`src/hdl/getb_pkg.sv`:
```
// Package for the greedy edge tour builder: sizes, word types and the
// memory write and decision structs shared by the modules.
// No dependencies.
`default_nettype none

package getb_pkg;

	// Sizes
	localparam int MAX_CITIES = 1024;
	localparam int CITY_W     = $clog2(MAX_CITIES);
	localparam int CNT_W      = CITY_W + 1;
	localparam int DEG_W      = 2;

	localparam logic [CNT_W-1:0]  MIN_N     = CNT_W'(2);
	localparam logic [CNT_W-1:0]  MAX_N     = CNT_W'(MAX_CITIES);
	localparam logic [DEG_W-1:0]  DEG_FULL  = DEG_W'(2);
	localparam logic [CITY_W-1:0] LAST_CITY = CITY_W'(MAX_CITIES - 1);

	// Input word: one candidate edge
	typedef struct packed {
		logic [CITY_W-1:0] city_a;
		logic [CITY_W-1:0] city_b;
	} cand_t;

	// Output word: one accept result
	typedef struct packed {
		logic             accepted;
		logic             tour_closed;
		logic [CNT_W-1:0] edges_taken;
	} result_t;

	// One write into each of the three city memories
	typedef struct packed {
		logic              deg_we;
		logic [CITY_W-1:0] deg_addr;
		logic [DEG_W-1:0]  deg_data;
		logic              far_we;
		logic [CITY_W-1:0] far_addr;
		logic [CITY_W-1:0] far_data;
		logic              frag_we;
		logic [CITY_W-1:0] frag_addr;
		logic [CITY_W-1:0] frag_data;
	} mem_wr_t;

	// Registered read data for both edge endpoints
	typedef struct packed {
		logic [DEG_W-1:0]  deg_a;
		logic [DEG_W-1:0]  deg_b;
		logic [CITY_W-1:0] far_a;
		logic [CITY_W-1:0] far_b;
		logic [CITY_W-1:0] frag_a;
		logic [CITY_W-1:0] frag_b;
	} mem_rd_t;

	// Outcome of one edge: result, next counters and two write slots
	typedef struct packed {
		logic              take;
		logic              closed;
		logic [CNT_W-1:0]  count;
		logic [CITY_W-1:0] frag_ctr;
		mem_wr_t           slot1;
		mem_wr_t           slot2;
	} dec_t;

	// Limit the city count to 2..MAX_CITIES
	function automatic logic [CNT_W-1:0] clamp_n(input logic [CNT_W-1:0] v);
		logic [CNT_W-1:0] r;
		r = v;
		if (v < MIN_N) r = MIN_N;
		if (v > MAX_N) r = MAX_N;
		return r;
	endfunction

endpackage

`default_nettype wire

```
`src/hdl/getb_decide.sv`:
```
// Edge decision: accept test, fragment start/extend/merge and the two
// write slots that update the city memories. Uses getb_pkg.
`default_nettype none

module getb_decide (
	input  wire getb_pkg::cand_t             cand,
	input  wire getb_pkg::mem_rd_t           rd,
	input  wire logic [getb_pkg::CNT_W-1:0]  count,
	input  wire logic [getb_pkg::CITY_W-1:0] frag_ctr,
	input  wire logic [getb_pkg::CNT_W-1:0]  n,
	output getb_pkg::dec_t                   dec
);

	logic                        in_rng;
	logic                        open_ends;
	logic                        is_new;
	logic                        ext_a;
	logic                        ext_b;
	logic                        is_merge;
	logic                        early_close;
	logic                        take;
	logic [getb_pkg::CNT_W:0]    count_inc;
	logic [getb_pkg::CNT_W-1:0]  count_nxt;
	logic [getb_pkg::CITY_W-1:0] frag_new;
	logic [getb_pkg::CITY_W-1:0] a;
	logic [getb_pkg::CITY_W-1:0] b;
	logic [getb_pkg::CITY_W-1:0] ea;
	logic [getb_pkg::CITY_W-1:0] eb;

	assign a  = cand.city_a;
	assign b  = cand.city_b;
	assign ea = rd.far_a;
	assign eb = rd.far_b;

	// Accept test
	assign in_rng    = ({1'b0, a} < n) && ({1'b0, b} < n) && (a < b);
	assign open_ends = (rd.deg_a < getb_pkg::DEG_FULL) && (rd.deg_b < getb_pkg::DEG_FULL);
	assign is_new    = (rd.deg_a == 2'd0) && (rd.deg_b == 2'd0);
	assign ext_a     = (rd.deg_a == 2'd1) && (rd.deg_b == 2'd0);
	assign ext_b     = (rd.deg_a == 2'd0) && (rd.deg_b == 2'd1);
	assign is_merge  = !is_new && !ext_a && !ext_b;

	// Same fragment closes a cycle: only allowed as the last edge
	assign count_inc   = {1'b0, count} + (getb_pkg::CNT_W+1)'(1);
	assign early_close = (rd.frag_a == rd.frag_b) && (count_inc < {1'b0, n});
	assign take        = in_rng && open_ends && !(is_merge && early_close);

	assign count_nxt = take ? count_inc[getb_pkg::CNT_W-1:0] : count;
	assign frag_new  = frag_ctr + getb_pkg::CITY_W'(1);

	// Result, counters and write slots; slot2 follows slot1 so a later write wins
	always_comb begin
		dec = '0;

		dec.take     = take;
		dec.count    = count_nxt;
		dec.closed   = take && (count_nxt == n);
		dec.frag_ctr = (take && is_new) ? frag_new : frag_ctr;

		dec.slot1.deg_we   = take;
		dec.slot1.deg_addr = a;
		dec.slot1.deg_data = rd.deg_a + 2'd1;
		dec.slot2.deg_we   = take;
		dec.slot2.deg_addr = b;
		dec.slot2.deg_data = rd.deg_b + 2'd1;

		dec.slot1.far_we  = take;
		dec.slot2.far_we  = take;
		dec.slot1.frag_we = take;

		if (is_new) begin
			dec.slot1.far_addr  = a;
			dec.slot1.far_data  = b;
			dec.slot2.far_addr  = b;
			dec.slot2.far_data  = a;
			dec.slot1.frag_addr = a;
			dec.slot1.frag_data = frag_new;
			dec.slot2.frag_we   = take;
			dec.slot2.frag_addr = b;
			dec.slot2.frag_data = frag_new;
		end else if (ext_a) begin
			dec.slot1.far_addr  = b;
			dec.slot1.far_data  = ea;
			dec.slot2.far_addr  = ea;
			dec.slot2.far_data  = b;
			dec.slot1.frag_addr = b;
			dec.slot1.frag_data = rd.frag_a;
		end else if (ext_b) begin
			dec.slot1.far_addr  = a;
			dec.slot1.far_data  = eb;
			dec.slot2.far_addr  = eb;
			dec.slot2.far_data  = a;
			dec.slot1.frag_addr = a;
			dec.slot1.frag_data = rd.frag_b;
		end else begin
			dec.slot1.far_addr  = ea;
			dec.slot1.far_data  = eb;
			dec.slot2.far_addr  = eb;
			dec.slot2.far_data  = ea;
			dec.slot1.frag_addr = ea;
			dec.slot1.frag_data = rd.frag_b;
		end
	end

endmodule

`default_nettype wire

```
`config.mk`:
```
export PLATFORM = sky130hd
export DESIGN_NAME = getb_decide
export DESIGN_NICKNAME = d
export VERILOG_FILES = /design/src/hdl/getb_pkg.sv /design/src/hdl/getb_decide.sv
export SDC_FILE = /design/constraint.sdc
export NUM_CORES = 1
export LEC_CHECK = 0
export BUFFER_PORTS_ARGS = -buffer_cell sky130_fd_sc_hd__buf_2
export CORE_AREA = 2 2 89 91
export DETAILED_ROUTE_END_ITERATION = 10
export DIE_AREA = 0 0 91 93
export GPL_ROUTABILITY_DRIVEN = 1
export PLACE_DENSITY_LB_ADDON = 0.05
export SLEW_MARGIN = 20
export SYNTH_ARGS = -nofsm -noshare
export SYNTH_HDL_FRONTEND = slang
export SYNTH_SLANG_ARGS = --single-unit
```
`constraint.sdc`:
```
create_clock -name vclk -period 3.89
set_clock_uncertainty 0.05 [all_clocks]
set_input_delay 0.1945 -clock vclk [all_inputs]
set_output_delay 0.1945 -clock vclk [all_outputs]
set_load 0.1 [all_outputs]
```
==> results_dict.tcl <==
set metrics [dict create \
    synthMuxAreaShare_pct 7.60 \
    fin_nets 729 \
    critPathKind "in2out" \
    crit_fanout 22 \
    p_int_uw 260 \
    start_util_pct 39.6 \
    utilization_pct 61.7 \
    slowest_delay_ps 530 \
    dpl.hpwl_mm 9.25 \
    fmax_mhz 269 \
    antenna_found_initial 0 \
    drt-total-wl_mm 10.5 \
    ff_latch_area_um2 0 \
    seq_cell_count 0 \
    whs_ps 719 \
    grt_use_total_pct 23.0 \
    place_ws_ps 110 \
    ant_nets 0 \
    tightest_slew_ps 974 \
    io_pins 229 \
    tns_ps 0 \
    holdPathStages 3 \
    via_per_inst 5.11 \
    num-clock-buffers 0 \
    holdPathEnd "dec[119]" \
    hold_viol_final 0 \
    layout.cells.non_filler 690 \
    min_path_type "in2out" \
    synth_top_family_by_area "simple AND/OR/NAND/NOR gates" \
    synthXorXnorAreaFrac_pct 15.6 \
    drv_slew 0 \
    power.density_nw_per_um2 244 \
    syn_area_um2 2980 \
    cpMaxStageDelayCell "or4_1" \
    timing.final.ws_setup_ps 166 \
    worstPathArrival_ps 3480 \
    yosysSeqAreaShare_pct 0 \
    power_frac_comb_pct 100.0 \
    fin_crit_sh_pct 95.7 \
    grt_pass1_wl_mm 16.3 \
    status "completed" \
    switching_power_uw 873 \
    ys_warn_count 0 \
    wl_per_cell_um 15.2 \
    vias 3528 \
    grt-ovfl-total 0 \
    layout_min_cycle_time_ps 3720 \
    ir_drop_v 0.000125 \
    swShare_pct 77.1 \
    grt_pass1_vias 3324 \
    synth.avg_cell_area_um2 7.11 \
    drive_above_1_share_pct 50.5 \
    area_growth_pct 55.8 \
    antenna_cells 0 \
    worst_ep_required_time_ps 3650 \
    setup_viol 0 \
    die_w_um 91 \
    crit_path_start "count[0]" \
    synth_nets 558 \
    drc 0 \
    p_clk_share_pct 0 \
    max_cap_violations 0 \
    synthAdderAreaFrac_pct 18.1 \
    p_seq_share_pct 0 \
    slew_headroom_pct 34.9 \
    leakagePower_uw 0.00251 \
    first_iter_violations 60 \
    die-area_um2 8460 \
    dp.cells 690 \
    portBuffers 229 \
    grt_max_degree 23 \
    gp_congestion 0.883 \
    yosys.area_share.simple_pct 21.3 \
    hp-start "frag_ctr[9]" \
    rows 32 \
    post_cts_buffers 0 \
    netlist_instances 419 \
    yosysUniqueCellTypes 46 \
    dr.pass1.iters 4 \
    setup.worst_path.start_class "input port" \
    synth-compound-area-share_pct 17.8 \
    worstSetupEndpointType "primary output" \
    die_h_um 93 \
    path_cells "buf_2, ha_1, and4_1, nand3_1, xnor2_1, ha_1, or4_1, a211o_1, nor4_4, a211oi_4, buf_12, nand2_1, mux2_2, buf_12" \
    coreArea_um2 7530 \
]
## cells in the mapped netlist, types with 10 or more instances
cell	instances	area (um^2)
inv_1	26	97.6
and3_1	10	62.6
xor2_1	16	140
buf_4	57	428
mux2i_1	20	200
clkbuf_1	10	37.5
nor2_1	51	191
nand2_1	21	78.8
a21oi_1	12	60.1
o21bai_1	20	150
o22ai_1	11	68.8
ha_1	43	538
xnor2_1	37	324
nand3_1	17	85.1
## critical path: cells and delay by family
family                     cells  cell delay (ps)
buffers and inverters          3              510
adders and majority gates      2              380
muxes                          1              380
AOI/OAI and AO/OA              2              450
and+or+nand+nor                5             1380
xor gates and xnor gates       1              180
## power by group through the flow
stage                     Combinational [uW]  Sequential [uW]  Clock (uW)
after floorplan                          918                0           0
after global placement                  1120                0           0
after detailed placement                1130                0           0
after CTS                               1140                0           0
after global routing                    1180                0           0
final                                   1130                0           0
## repair_timing
action	4_1_cts	5_1_grt
gates resized for setup	0	2
endpoints found under the setup margin	0	2
hold buffers	0	0
## layout make-up
class	count	area [um^2]
Inverter	26	97.6
Tap cell	102	128
Multi-Input combinational cell	322	2740
Fill cell	729	2890
Timing Repair Buffer	240	1680
## layout by cell type, fill, tap and decap left out, types with 6 or more instances in the layout
| cell | n |
|---|---|
| nor2_2 | 18 |
| o22ai_1 | 11 |
| buf_12 | 30 |
| nand2_1 | 21 |
| nand2b_1 | 8 |
| o21ai_0 | 6 |
| xor2_1 | 14 |
| xnor2_2 | 9 |
| mux2i_1 | 20 |
| inv_1 | 26 |
| buf_2 | 200 |
| nor2_1 | 33 |
| nand4_1 | 8 |
| a21oi_1 | 12 |
| and3_1 | 10 |
| buf_4 | 10 |
| xnor2_4 | 8 |
| o21bai_1 | 10 |
| nand3_1 | 17 |
| o21bai_2 | 10 |
| ha_1 | 43 |
| xnor2_1 | 20 |
## worst max path at each step
stage / to / slack (ps) / depth (start not counted)
finish: dec[111] / 170 / 14
global route: dec[111] / -7 / 14
CTS: dec[111] / 90 / 14
detailed placement: dec[111] / 110 / 14
global placement: dec[111] / 200 / 14
floorplan: dec[131] / -410 / 12
## cells by family (layout without fill, tap and decap cells)
family / Yosys count / count (layout)
and+or+nand+nor: 130 / 130
buffers and inverters: 97 / 266
AOI/OAI and AO/OA: 74 / 74
xor gates and xnor gates: 53 / 53
adders and majority gates: 43 / 43
muxes: 22 / 22
## metal layers
layer | up-vias | part of all wire [%] | wire (um) | GRT usage [%]
met4 | 0 | 0.89 | 94 | 1.89
met1 | 1663 | 41 | 4360 | 29.0
li1 | 1742 | - | - | -
met2 | 117 | 52 | 5490 | 43.8
met3 | 6 | 5.4 | 569 | 2.58
met5 | - | 0 | 0 | 0
## stage by stage
stage          power [uW]  area, um^2
4_1_cts              1140        4630
2_1_floorplan         918        3310
3_5_place_dp         1130        4630
6_report             1130        4640
5_1_grt              1180        4640
3_3_place_gp         1120        4630
(Power assumes the default switching activity.)
