<file path="src/hdl/getb_pkg.sv">
// Package for the greedy edge tour builder: sizes, word types and the
// memory write and decision structs shared by the modules.
// No dependencies.
`default_nettype none

package getb_pkg;

	// Sizes
	localparam int MAX_CITIES = 1024;
	localparam int CITY_W     = $clog2(MAX_CITIES);
	localparam int CNT_W      = CITY_W + 1;
	localparam int DEG_W      = 2;

	localparam logic [CNT_W-1:0]  MIN_N     = CNT_W'(2);
	localparam logic [CNT_W-1:0]  MAX_N     = CNT_W'(MAX_CITIES);
	localparam logic [DEG_W-1:0]  DEG_FULL  = DEG_W'(2);
	localparam logic [CITY_W-1:0] LAST_CITY = CITY_W'(MAX_CITIES - 1);

	// Input word: one candidate edge
	typedef struct packed {
		logic [CITY_W-1:0] city_a;
		logic [CITY_W-1:0] city_b;
	} cand_t;

	// Output word: one accept result
	typedef struct packed {
		logic             accepted;
		logic             tour_closed;
		logic [CNT_W-1:0] edges_taken;
	} result_t;

	// One write into each of the three city memories
	typedef struct packed {
		logic              deg_we;
		logic [CITY_W-1:0] deg_addr;
		logic [DEG_W-1:0]  deg_data;
		logic              far_we;
		logic [CITY_W-1:0] far_addr;
		logic [CITY_W-1:0] far_data;
		logic              frag_we;
		logic [CITY_W-1:0] frag_addr;
		logic [CITY_W-1:0] frag_data;
	} mem_wr_t;

	// Registered read data for both edge endpoints
	typedef struct packed {
		logic [DEG_W-1:0]  deg_a;
		logic [DEG_W-1:0]  deg_b;
		logic [CITY_W-1:0] far_a;
		logic [CITY_W-1:0] far_b;
		logic [CITY_W-1:0] frag_a;
		logic [CITY_W-1:0] frag_b;
	} mem_rd_t;

	// Outcome of one edge: result, next counters and two write slots
	typedef struct packed {
		logic              take;
		logic              closed;
		logic [CNT_W-1:0]  count;
		logic [CITY_W-1:0] frag_ctr;
		mem_wr_t           slot1;
		mem_wr_t           slot2;
	} dec_t;

	// Limit the city count to 2..MAX_CITIES
	function automatic logic [CNT_W-1:0] clamp_n(input logic [CNT_W-1:0] v);
		logic [CNT_W-1:0] r;
		r = v;
		if (v < MIN_N) r = MIN_N;
		if (v > MAX_N) r = MAX_N;
		return r;
	endfunction

endpackage

`default_nettype wire

</file>
<file path="src/hdl/getb_outq.sv">
// Two-entry result queue between the decision stage and the output port.
// Uses getb_pkg.
`default_nettype none

module getb_outq (
	input  wire logic              clk,
	input  wire logic              arst_n,
	input  wire logic              push,
	input  wire getb_pkg::result_t push_data,
	output logic                   full,
	output logic                   res_valid,
	input  wire logic              res_ready,
	output getb_pkg::result_t      res
);

	getb_pkg::result_t slot_q [2];
	logic              wr_ptr_q;
	logic              rd_ptr_q;
	logic [1:0]        cnt_q;
	logic              pop;

	assign res_valid = (cnt_q != 2'd0);
	assign full      = (cnt_q == 2'd2);
	assign res       = slot_q[rd_ptr_q];
	assign pop       = res_valid && res_ready;

	// Storage
	always_ff @(posedge clk) begin
		if (push) begin
			slot_q[wr_ptr_q] <= push_data;
		end
	end

	// Pointers and fill count
	always_ff @(posedge clk or negedge arst_n) begin
		if (!arst_n) begin
			wr_ptr_q <= 1'b0;
			rd_ptr_q <= 1'b0;
			cnt_q    <= 2'd0;
		end else begin
			if (push) wr_ptr_q <= !wr_ptr_q;
			if (pop)  rd_ptr_q <= !rd_ptr_q;
			case ({push, pop})
				2'b10:   cnt_q <= cnt_q + 2'd1;
				2'b01:   cnt_q <= cnt_q - 2'd1;
				default: cnt_q <= cnt_q;
			endcase
		end
	end

endmodule

`default_nettype wire

</file>
<file path="config.mk">
export PLATFORM = sky130hd
export DESIGN_NAME = getb_outq
export DESIGN_NICKNAME = d
export VERILOG_FILES = /design/src/hdl/getb_pkg.sv /design/src/hdl/getb_outq.sv
export SDC_FILE = /design/constraint.sdc
export NUM_CORES = 1
export LEC_CHECK = 0
export ABC_AREA = 0
export BUFFER_PORTS_ARGS = -buffer_cell sky130_fd_sc_hd__buf_2
export CORE_MARGIN = 4
export CORE_UTILIZATION = 49
export CTS_BUF_LIST = sky130_fd_sc_hd__clkbuf_8 sky130_fd_sc_hd__clkbuf_16
export DETAILED_ROUTE_END_ITERATION = 16
export PLACE_DENSITY = 0.84
export SYNTH_ARGS = -nofsm -noshare
export SYNTH_HDL_FRONTEND = slang
export SYNTH_SLANG_ARGS = --single-unit
</file>
<file path="constraint.sdc">
create_clock -name clk -period 1.8 [get_ports clk]
set_input_delay 0.18 -clock clk [delete_from_list [all_inputs] [get_ports clk]]
set_output_delay 0.18 -clock clk [all_outputs]
set_load 0.05 [all_outputs]
</file>
==> results.txt, run 1 <==
The number of vias per cell is 4.79. The starting density of the core is just over 50%. The final weighted congestion in routability-driven placement is 0.666. The finished cells cover between 1000 and 1500 um2.

The post-route minimum period is around 1.6 ns. The initial antenna violation count came out at 0. In the routed design, unresolved DRC markers number 0.

In the final layout, the multi-input gates occupy 243 um2. Summed over all instances, the cell type with the most area after synthesis is edfxtp_1. The total number of vias came out at between 600 and 700. The endpoint arrival time on the critical path is roughly 1.4 ns. Once the clock tree was built, the setup fixing pass inserted 0 buffers. The largest family of logic cells by synthesized area is multiplexers. The portion of synthesized cell area occupied by the leading cell type is between 60% and 70%. The final sum of negative setup slack is 0 ns. In this run, the number of DRC markers left after iteration 0 of detailed routing was 11. The number of global-route vias before repair was 674. The filler cell count came out at around 170.

The height of the chip is 56.2 um. The detail route stage leaves a number of antenna-violating nets equal to 0. Timing analysis after detailed placement gives a worst setup slack of 0.281 ns. The H-tree depth reported by CTS came out at 2. Setup repair after global routing left no endpoint under its margin. Once detailed placement completed, the half-perimeter wirelength came to 1.26 mm.

The adder-cell share of the synthesized area is under 10%. The number of placement rows is 17. The run finished with clean final reports. The synthesized-area fraction occupied by and/or/nand/nor cells came out at 3.52%. The clock root buffer master is clkbuf_8. The count of instances resized after the clock tree is built came out at 0. The final wirelength came out at between 1.5 and 2 mm. At the end of the flow, the number of nets in the layout was around 120. The fraction of layout instances using a drive strength above 1 is between 50% and 60%.

The multiplexer share of the synthesized area came out at 12.9%. The number of pins exceeding their max-slew limit in the final report came out at 0. The kind of critical path is reg -> out.

The worst setup path is launched from a flop. 32 I/O pins were placed. Along the worst path, the maximum fanout reaches 13. The flip-flop and latch count after synthesis came out at 30. The clock-pin transition on the worst setup and hold timing paths came out at approximately 0.060 ns. The final worst setup slack is 0.204 ns.

The setup violation total in the final timing report came out at 0. The area used by sequential logic in the layout is 881 um2. The net count after synthesis came out at 75. The first-pass GRT wire length came out at between 2 and 3 mm. The pin slew with the least headroom to its limit came out at about 0.6 ns. After synthesis, flip-flops and latches occupy around 77% of the total area.

The maximum number of pins on one net before global-route repair is 14. TritonCTS built the clock tree. The die width came out at ~56 um.

The largest buffer count on any clock path came out at 2. In this run the cell area of the synthesized design comes to between 1000 and 1500 um2. Summing the areas of all compound-gate instances in the mapped netlist gives 0% of the synthesized area. The maximum ir drop on the vdd rail came out at just over 1 mV. The min-delay analysis places its worst path in the category in -> reg. The synthesized area divided by synthesized cell count is 20.0 um2. The die covers ~3200 um2. The post-route clock skew is between 0.007 and 0.008 ns.

The final global-route overflow total is 0. The share of the synthesized netlist area taken by xor and xnor gates came out at slightly below 4%. The total power divided by cell area came out at roughly 1800 nW/um2. The placeable core area came out at 2210 um2. The signed area change from the synthesized netlist to the final layout came out at 25.6%. Cells fill around 65% of the core in the end. Synthesis handed over a netlist of 57 instances. The CTS sink count is 30. The number of distinct library cells after synthesis came out at 13. The port buffer count is 31. After detailed placement, the total cell area comes to roughly 1300 um2.

The global routing usage summed across all routing layers came out at approximately 12%. The required time of the critical path came out at roughly 1.6 ns. STA classifies the critical path endpoint as an output port. The total inserted antenna cells is 0.

The share of the clock period used by the worst path after layout came out at a little under 90%. The max-cap violation count came out at 0. The relative slew slack came out at ~60%. The final-report hold violation count is 0. The highest clock frequency the design can meet came out at between 0.6 and 0.7 GHz. The total iterations of the first detailed-routing run came out at 4. Ranked by total cell area, the synthesized netlist is headed by edfxtp_1 69%, mux2_2 13%, dfrtp_1 8.8%. The clock insertion delay at the later pin of the skew report came out at about 0.27 ns.

The number of warning messages in the yosys log is 0. In the final routed layout, each cell accounts on average for roughly 14 um. The leakage dissipation came out at slightly below 0.6 nW. The number of buffers created by CTS came out at 5.
what timing repair did:
| action | in CTS | in global routing |
|---|---|---|
| hold endpoints to repair | 4 | 0 |
| endpoints found under the setup margin | 0 | 0 |
| hold buffers | 1 | 0 |
flip-flops by register name, indices dropped and copies added, names as in the netlist:
name	cells
cnt_q	2
slot_q	26
wr_ptr_q	1
rd_ptr_q	1
critical path, cell delays in order (launching register included):
cell and delay, ns:
dfrtp_1 0.36, buf_4 0.22, mux2_2 0.36, buf_2 0.21
per-stage QoR:
step	power [mW]	instances	hold slack, ns
global route	2.73	127	0.0906
CTS	2.63	127	0.0917
floorplan	1.93	57	-0.116
global placement	2.14	118	-0.0146
finish	2.60	127	0.102
detailed placement	2.17	118	-0.00983
worst paths after layout:
kind                              start            to  slack, ns  cells past startpoint
max in group asynchronous        arst_n      cnt_q[1]       1.41                      2
hold / removal             push_data[3]  slot_q[1][3]       0.10                      1
min in group asynchronous        arst_n      cnt_q[0]       0.27                      2
hold reg to reg                rd_ptr_q      rd_ptr_q       0.47                      1
setup reg to reg               cnt_q[0]      cnt_q[1]       0.30                      5
setup / recovery               rd_ptr_q        res[5]       0.20                      3
power breakdown:
| part | switching (mW) | total, mW | internal, mW | leakage, nW |
|---|---|---|---|---|
| registers | 0.0651 | 1.01 | 0.941 | 0.291 |
| clock network | 0.200 | 0.456 | 0.256 | 0.0482 |
| logic | 0.776 | 1.13 | 0.358 | 0.243 |
| total | 1.04 | 2.60 | 1.55 | 0.582 |
final cells by class:
class                   count  area share [%]
clock buffers               5            4.81
inverters                   1           0.262
flip-flops and latches     30            61.6
well taps                  28            2.45
multi-input cells          25            17.0
repair buffers             35            13.1
clock inverters             3           0.787
cell families (layout without fill, tap and decap cells):
group / count (synthesis) / count (layout)
buf+inv: 2 / 44
xor+xnor: 5 / 5
mux: 13 / 13
fa+ha+maj: 1 / 1
simple gates: 6 / 6
flops: 30 / 30
per-layer routing:
| layer | up-vias | track usage [%] | wire, um | share of wire [%] |
|---|---|---|---|---|
| met5 | - | 0 | 0 | 0 |
| met4 | 0 | 5.08 | 21 | 1.2 |
| met3 | 4 | 4.87 | 89 | 5.2 |
| met2 | 18 | 23.4 | 993 | 58 |
| met1 | 295 | 11.2 | 613 | 36 |
| li1 | 291 | - | - | - |
Yosys cell counts:
cell type	count
edfxtp_1	26
mux2_2	13
dfrtp_1	4
xor2_1	3
nor2_1	2
xnor2_1	2
and2_1	1
and2_4	1
and2b_2	1
buf_6	1
ha_1	1
inv_1	1
or2_4	1
layout by cell type, fill, tap and decap left out:
cell type and instances:
dfrtp_1 4, xnor2_1 2, nor2_1 2, ha_1 1
dlygate4sd3_1 1, and2_4 1, or2_4 1, buf_4 3
xor2_1 3, buf_2 31, inv_1 3, mux2_2 13
clkbuf_8 5, and2_1 1, edfxtp_1 26, clkinv_1 1
and2b_2 1
No activity file was read; power rests on OpenSTA's default activity.
==> inputs of run 2 (changes only) <==
--- a/config.mk
+++ b/config.mk
@@ -11,7 +11,7 @@
 export CORE_UTILIZATION = 49
 export CTS_BUF_LIST = sky130_fd_sc_hd__clkbuf_8 sky130_fd_sc_hd__clkbuf_16
 export DETAILED_ROUTE_END_ITERATION = 16
-export PLACE_DENSITY = 0.84
+export PLACE_DENSITY = 0.76
 export SYNTH_ARGS = -nofsm -noshare
 export SYNTH_HDL_FRONTEND = slang
 export SYNTH_SLANG_ARGS = --single-unit
==> run 2 against run 1 <==
  * Via count shrank 0.33%
  * Critical endpoint is now res[0]
  * Sequential cell count is the same
  * Worst setup slack gained 0.093 ns
  * Sequential power is essentially flat
  * Largest cell class unchanged
==> results.txt, run 2 (synthesis results as in run 1) <==
The run finished with clean final reports. The register with the most flip-flops is slot_q. The final worst setup slack was 0.296 ns (+0.0925 ns). The die area came out at 3160 um2 (unchanged). The endpoint identified for the worst register-to-register timing path is cnt_q[1]. The worst hold path belongs to the class in -> reg. The number of placement rows came to 17 (unchanged).

Setup repair after global routing left no endpoint under its margin. The leakage dissipation is 0.597 nW (+2.7%). The final hold slack was 0.0927 ns (-0.00902 ns).

The initial detailed-routing violation count came out at 17 (+6). The total iterations of the first detailed-routing run is 4 (unchanged). The library cells used most frequently in the layout, excluding fill and tap cells, are 31 x buf_2, 26 x edfxtp_1, 13 x mux2_2. The H-tree depth reported by CTS came out at 2 (unchanged). The post-detailed-placement half-perimeter wirelength is 1.25 mm (-0.81%). The required time of the critical path was 1.62 ns (about the same).

The number of vias per cell was 4.70 (-1.9%). The slowest stage of the critical path is the dfrtp_1 cell. The category of the worst setup path launch point is a flop. The number of ports placed on the die boundary is 32 (unchanged). The post-route minimum period is 1.50 ns (-0.0925 ns).

Leaving out fill and tap cells, the most frequent cell in the layout is buf_2. The number of nets in the layout came out at 118 (+1.7%). The pin slew with the least headroom to its limit came to 0.262 ns (-0.355 ns). The relative slew slack came out at 82.5% (+24 points). The post-route clock skew came out at 0.00891 ns (+0.00188 ns).

The total inserted antenna cells came out at 0 (unchanged). The flip-flop count of the largest register after layout came out at 26 (unchanged). The peak fanout along the critical path is 8 (-5). The cell count after placement came to 120 (+1.7%). The initial antenna violation count came to 0 (unchanged). The largest buffer count on any clock path was 2 (unchanged). The clock insertion delay at the later pin of the skew report is 0.27 ns (about the same). The count of instances resized after the clock tree is built is 0 (unchanged). The number of routed nets with antenna violations is 0 (unchanged).

Among cell families on the critical path, the largest total delay comes from buffers and inverters. Traced cell by cell, the critical path runs through buf_4 > mux2_2 > buf_2. The global routing usage summed across all routing layers came to 12.5% (+0.26 points).

The number of global-route vias before repair is 651 (-3.4%). In this run the critical register-to-register path is launched from cnt_q[0]. The routed length per placed instance is 13.1 um (-2.9%). The number of buffers and inverters on the critical path came to 2 (unchanged).

The final cell count without fillers came out at 129 (+1.6%). The setup violation total in the final timing report came out at 0 (unchanged). The number of pins exceeding their max-slew limit in the final report is 0 (unchanged). The starting density of the core came out at 51.5% (unchanged). The setup slack after placement was 0.325 ns (+0.0442 ns). TritonCTS built the clock tree. The number of cells on the worst reg-to-reg path is 5 (unchanged). The largest stage delay on the critical path was 0.34 ns (-0.02 ns).

The final sum of negative setup slack is 0 ns (unchanged). The fraction of layout instances using a drive strength above 1 came out at 57.4% (+1.9 points). The DRC violation count after routing came to 0 (unchanged). The placeable core area came out at 2210 um2 (unchanged). The path with the worst hold slack has its endpoint at slot_q[0][10]. The endpoint arrival time on the critical path came out at 1.32 ns (-0.10 ns). The port buffer count was 31 (unchanged). The largest registers in the layout are slot_q: 26 flops, cnt_q: 2 flops. The first-pass GRT wire length is 2.96 mm (+4.4%). The signed area change from the synthesized netlist to the final layout came out at 27.8%. The maximum ir drop on the vdd rail came to 1.07 mV (+4.9%).

The critical path in this run is classified as reg -> out. The final-report hold violation count was 0 (unchanged). The height of the chip was 56.2 um (unchanged). The critical path endpoint category is an output port. The total power divided by cell area came out at 1840 nW/um2 (+1.6%). The max-cap violation count came out at 0 (unchanged). The total number of vias came out at 606 (-0.33%). The CTS sink count is 30 (unchanged). The worst hold path begins at push_data[10]. The worst hold path stage count was 1 (unchanged). Clock tree synthesis selected as its root buffer the cell clkbuf_8. The final weighted congestion in routability-driven placement was 0.682 (+2.4%). The number of buffers created by CTS was 5 (unchanged).

The highest clock frequency the design can meet is 0.665 GHz (+6.2%). The post-CTS setup repair buffer count was 0 (unchanged). The final wirelength was 1.70 mm (-1.4%). The share of the clock period used by the worst path after layout came out at 83.5% (-5.1 points). The die width is 56.2 um (unchanged). The clock-pin transition on the worst setup and hold timing paths is 0.06 ns (about the same).

The final global-route overflow total is 0 (unchanged). The internal reg-to-reg setup slack came out at 0.32 ns (+0.02 ns). The maximum number of pins on one net before global-route repair is 10 (-4).
## run 2: cell count changes in the layout (fill, tap and decap cells not counted), sizes merged
cell and change:
clkbuf +1, clkinv -1, buf +2
## run 2: stage by stage
stage | area (um2) | util (%) | total power, mW
floorplan | 1140 | - | 1.93
global placement | 1360 | 61.3 | 2.17
detailed placement | 1360 | 61.3 | 2.18
CTS | 1460 | 65.8 | 2.72
global route | 1460 | 65.8 | 2.82
finish | 1460 | 65.8 | 2.68
## run 2: final cells by class
| cell class | instances | area (um2) |
|---|---|---|
| Multi-Input combinational cell | 25 | 243 |
| Clock inverter | 2 | 7.51 |
| Sequential cell | 30 | 881 |
| Tap cell | 28 | 35.0 |
| Fill cell | 177 | 757 |
| Timing Repair Buffer | 37 | 203 |
| Clock buffer | 6 | 82.6 |
| Inverter | 1 | 3.75 |
## run 2: worst max-delay path by stage
stage,from,endpoint,cells past startpoint
after global routing,cnt_q[0],cnt_q[1],5
after floorplan,cnt_q[0],cnt_q[1],5
after detailed placement,cnt_q[0],cnt_q[1],5
after CTS,rd_ptr_q,res[0],3
after global placement,cnt_q[0],cnt_q[1],5
final,rd_ptr_q,res[0],3
## run 2: power by group
group | switching, mW | leakage (nW) | internal, mW
logic | 0.782 | 0.253 | 0.380
registers | 0.0585 | 0.291 | 0.939
clock network | 0.224 | 0.0538 | 0.299
## run 2: timing repair
| action | 4_1_cts | 5_1_grt |
|---|---|---|
| hold endpoints to repair | 4 | 0 |
| setup endpoints to repair | 0 | 0 |
| hold buffers | 1 | 0 |
## run 2: layer usage
layer,track usage (%),wire (um)
met5,0,0
met4,4.07,14
met3,6.50,129
met2,18.9,814
met1,15.5,736
## run 2: worst register-to-register path: stages (launching register included)
cell and delay (ns):
dfrtp_1 0.42, or2_4 0.25, and2_4 0.16, ha_1 0.30
nor2_1 0.13, xor2_1 0.16
==> inputs of run 3 (changes only) <==
--- a/config.mk
+++ b/config.mk
@@ -8,10 +8,10 @@
 export ABC_AREA = 0
 export BUFFER_PORTS_ARGS = -buffer_cell sky130_fd_sc_hd__buf_2
 export CORE_MARGIN = 4
-export CORE_UTILIZATION = 49
+export CORE_UTILIZATION = 45
 export CTS_BUF_LIST = sky130_fd_sc_hd__clkbuf_8 sky130_fd_sc_hd__clkbuf_16
 export DETAILED_ROUTE_END_ITERATION = 16
-export PLACE_DENSITY = 0.76
+export PLACE_DENSITY = 0.73
 export SYNTH_ARGS = -nofsm -noshare
 export SYNTH_HDL_FRONTEND = slang
 export SYNTH_SLANG_ARGS = --single-unit
==> constraint.sdc (replaced) <==
create_clock -name clk -period 1.35 [get_ports clk]
set_input_delay 0.135 -clock clk [delete_from_list [all_inputs] [get_ports clk]]
set_output_delay 0.135 -clock clk [all_outputs]
set_load 0.05 [all_outputs]
==> run 3 against run 2 <==
  * The flow now finishes with violations (negative setup slack)
  * Clock skew decreased by 0.0073 ns
  * Sequential power increased by 34%
  * Cell count increased by 4.7%
  * Sequential share of layout area decreased by 9.6 points
  * Largest power group unchanged
  * Highest routed layer unchanged
==> results.txt, run 3 (synthesis results as in run 1) <==
The final weighted congestion in routability-driven placement came out at 0.622 (-8.8%). The port buffer count came out at 31 (unchanged). The peak fanout along the critical path is 5 (-3). The initial detailed-routing violation count came to 11 (-6). The number of global-route vias before repair is 716 (+10%). The library cell used most frequently in the layout, excluding fill and tap cells, is edfxtp_1.

The number of pins exceeding their max-slew limit in the final report is 0 (unchanged). The initial antenna violation count is 0 (unchanged). The cell count after placement is 124 (+3.3%). The total power was 4.37 mW (+63%). The global routing usage summed across all routing layers is 13.4% (+0.84 points). The switching share of total power is 36.5% (-3.1 points). The number of routed nets with antenna violations came out at 0 (unchanged).

The final sum of negative setup slack is -1.14 ns (-1.14 ns). The placeable core area was 2320 um2 (+4.8%). The maximum number of pins on one net before global-route repair is 10 (unchanged). The clock group share of total power is 15.7% (-3.8 points). In the finished design, the share of the clock period the worst path needs comes to 107%. The fraction of layout instances using a drive strength above 1 came out at 63.6% (+6.1 points). The largest buffer count on any clock path came out at 2 (unchanged). The class of the tightest hold or removal check is in -> reg. Compared with the post-synthesis result, the final layout area differs by 51.8%. The CTS sink count is 30 (unchanged).

The leakage dissipation came out at 0.739 nW (+24%). The endpoint arrival time on the critical path came out at 1.31 ns (about the same). In the final layout, the registers with the most flip-flops are slot_q: 26 flops, cnt_q: 2 flops.

The relative slew slack is 83.3% (+0.79 points). The H-tree depth reported by CTS is 2 (unchanged). The cell-internal power is 2.77 mW (+71%). The first-pass GRT wire length is 3.24 mm (+9.3%). The number of vias per cell is 4.78 (+1.7%). The register with the most flip-flops is slot_q. The total number of vias is 645 (+6.4%).

The number of buffers created by CTS came out at 5 (unchanged). The worst setup path is launched from a flop. The highest clock frequency the design can meet is about 0.69 GHz.

The net load switching power came to 1.60 mW (+50%). The total power divided by cell area came out at 2530 nW/um2 (+37%). TritonCTS built the clock tree. The number of nets in the layout is 124 (+5.1%).

The DRC violation count after routing is 0 (unchanged). The die width is 58.3 um (+3.7%). The maximum ir drop on the vdd rail came out at 1.82 mV (+70%). The clock insertion delay at the later pin of the skew report came out at 0.26 ns (about the same). The die area came out at 3400 um2 (+7.6%). The combinational fraction of design power is 53.5% (+10 points).

The post-detailed-placement half-perimeter wirelength is 1.41 mm (+13%). The routed length per placed instance came to 14.8 um (+13%). The height of the chip came out at 58.3 um (+3.7%).

In the layout the commonest cells are 26 x edfxtp_1, 17 x buf_2, 14 x buf_8. The number of ports placed on the die boundary is 32 (unchanged). The final-report hold violation count came out at 0 (unchanged).

The total inserted antenna cells came out at 0 (unchanged). The post-route clock skew is 0.00166 ns (-0.00726 ns). The final cell count without fillers is 135 (+4.7%). The required time of the critical path came out at 1.22 ns (-0.40 ns).

The critical path endpoint category is an output port. The flip-flop count of the largest register after layout came out at 26 (unchanged). The setup violation total in the final timing report is 14 (+14). The number of placement rows is 17 (unchanged). The starting density of the core came out at 49.1% (-2.4 points). The final wirelength is 2.00 mm (+18%). The pin slew with the least headroom to its limit is 0.252 ns (-0.0101 ns). The run finished, with violations left. The total iterations of the first detailed-routing run is 4 (unchanged).

The share of power burned in registers is 30.7% (-6.5 points). The final worst setup slack came out at -0.0949 ns (-0.391 ns). Setup repair after global routing could not meet its margin everywhere. The final global-route overflow total is 0 (unchanged). The clock root buffer master is clkbuf_8. The core occupancy in the finished layout is 74.5% (+8.7 points). The setup path with the least slack is of type reg -> out.

The max-cap violation count is 0 (unchanged). The post-route minimum period came out at approximately 1.4 ns. The clock-pin transition on the worst setup and hold timing paths came out at 0.06 ns (about the same). The final reports fail on negative setup slack.
-- run 3: metrics by stage --
stage          area (um2)  hold WS (ns)  setup WS, ns
2_1_floorplan        1150        -0.161        -0.166
3_3_place_gp         1400       -0.0556       -0.0221
3_5_place_dp         1400       -0.0529       -0.0546
4_1_cts              1720        0.0451        -0.109
5_1_grt              1730        0.0414        -0.138
6_report             1730        0.0552       -0.0949
-- run 3: layout make-up --
| cell class | instances | area (um2) |
|---|---|---|
| sequential | 30 | 881 |
| fill | 143 | 591 |
| timing repair buffer | 43 | 403 |
| multi-input combinational | 25 | 314 |
| clock buffer | 6 | 82.6 |
| tap | 28 | 35.0 |
| clock inverter | 2 | 8.76 |
| inverter | 1 | 3.75 |
-- run 3: worst paths after layout --
check / start / endpoint / slack, ns / cells past startpoint
setup / recovery: rd_ptr_q / res[12] / -0.09 / 3
hold / removal: push_data[12] / slot_q[1][12] / 0.06 / 1
setup reg to reg: cnt_q[0] / cnt_q[1] / -0.06 / 6
hold reg to reg: wr_ptr_q / wr_ptr_q / 0.52 / 1
max in group asynchronous: arst_n / wr_ptr_q / 1.02 / 2
min in group asynchronous: arst_n / cnt_q[0] / 0.21 / 2
-- run 3: worst max-delay path, cell delays in order (launching register included) --
cell,delay (ns)
dfrtp_1,0.41
buf_6,0.16
mux2_4,0.32
buf_8,0.15
-- run 3: repair_timing --
| item | in CTS | in global routing |
|---|---|---|
| pin swaps | 2 | 0 |
| setup buffers | 1 | 0 |
| resized for setup | 58 | 3 |
| endpoints found under the setup margin | 15 | 15 |
| endpoints found under the hold margin | 4 | 0 |
| hold buffers | 1 | 0 |
| gates cloned | 1 | 0 |
-- run 3: metal layers --
metal | track usage [%] | vias up | wire length (um)
met3 | 5.92 | 2 | 109
met2 | 22.0 | 18 | 1070
li1 | - | 313 | -
met4 | 5.96 | 0 | 14
met5 | 0 | - | 0
met1 | 14.9 | 312 | 803
-- run 3: power by group through the flow --
stage | combinational (mW) | sequential, mW | clock, mW
after CTS | 2.32 | 1.34 | 0.710
after global routing | 2.44 | 1.37 | 0.748
after detailed placement | 1.68 | 1.34 | 0
final | 2.34 | 1.34 | 0.687
after floorplan | 1.24 | 1.35 | 0
after global placement | 1.66 | 1.32 | 0
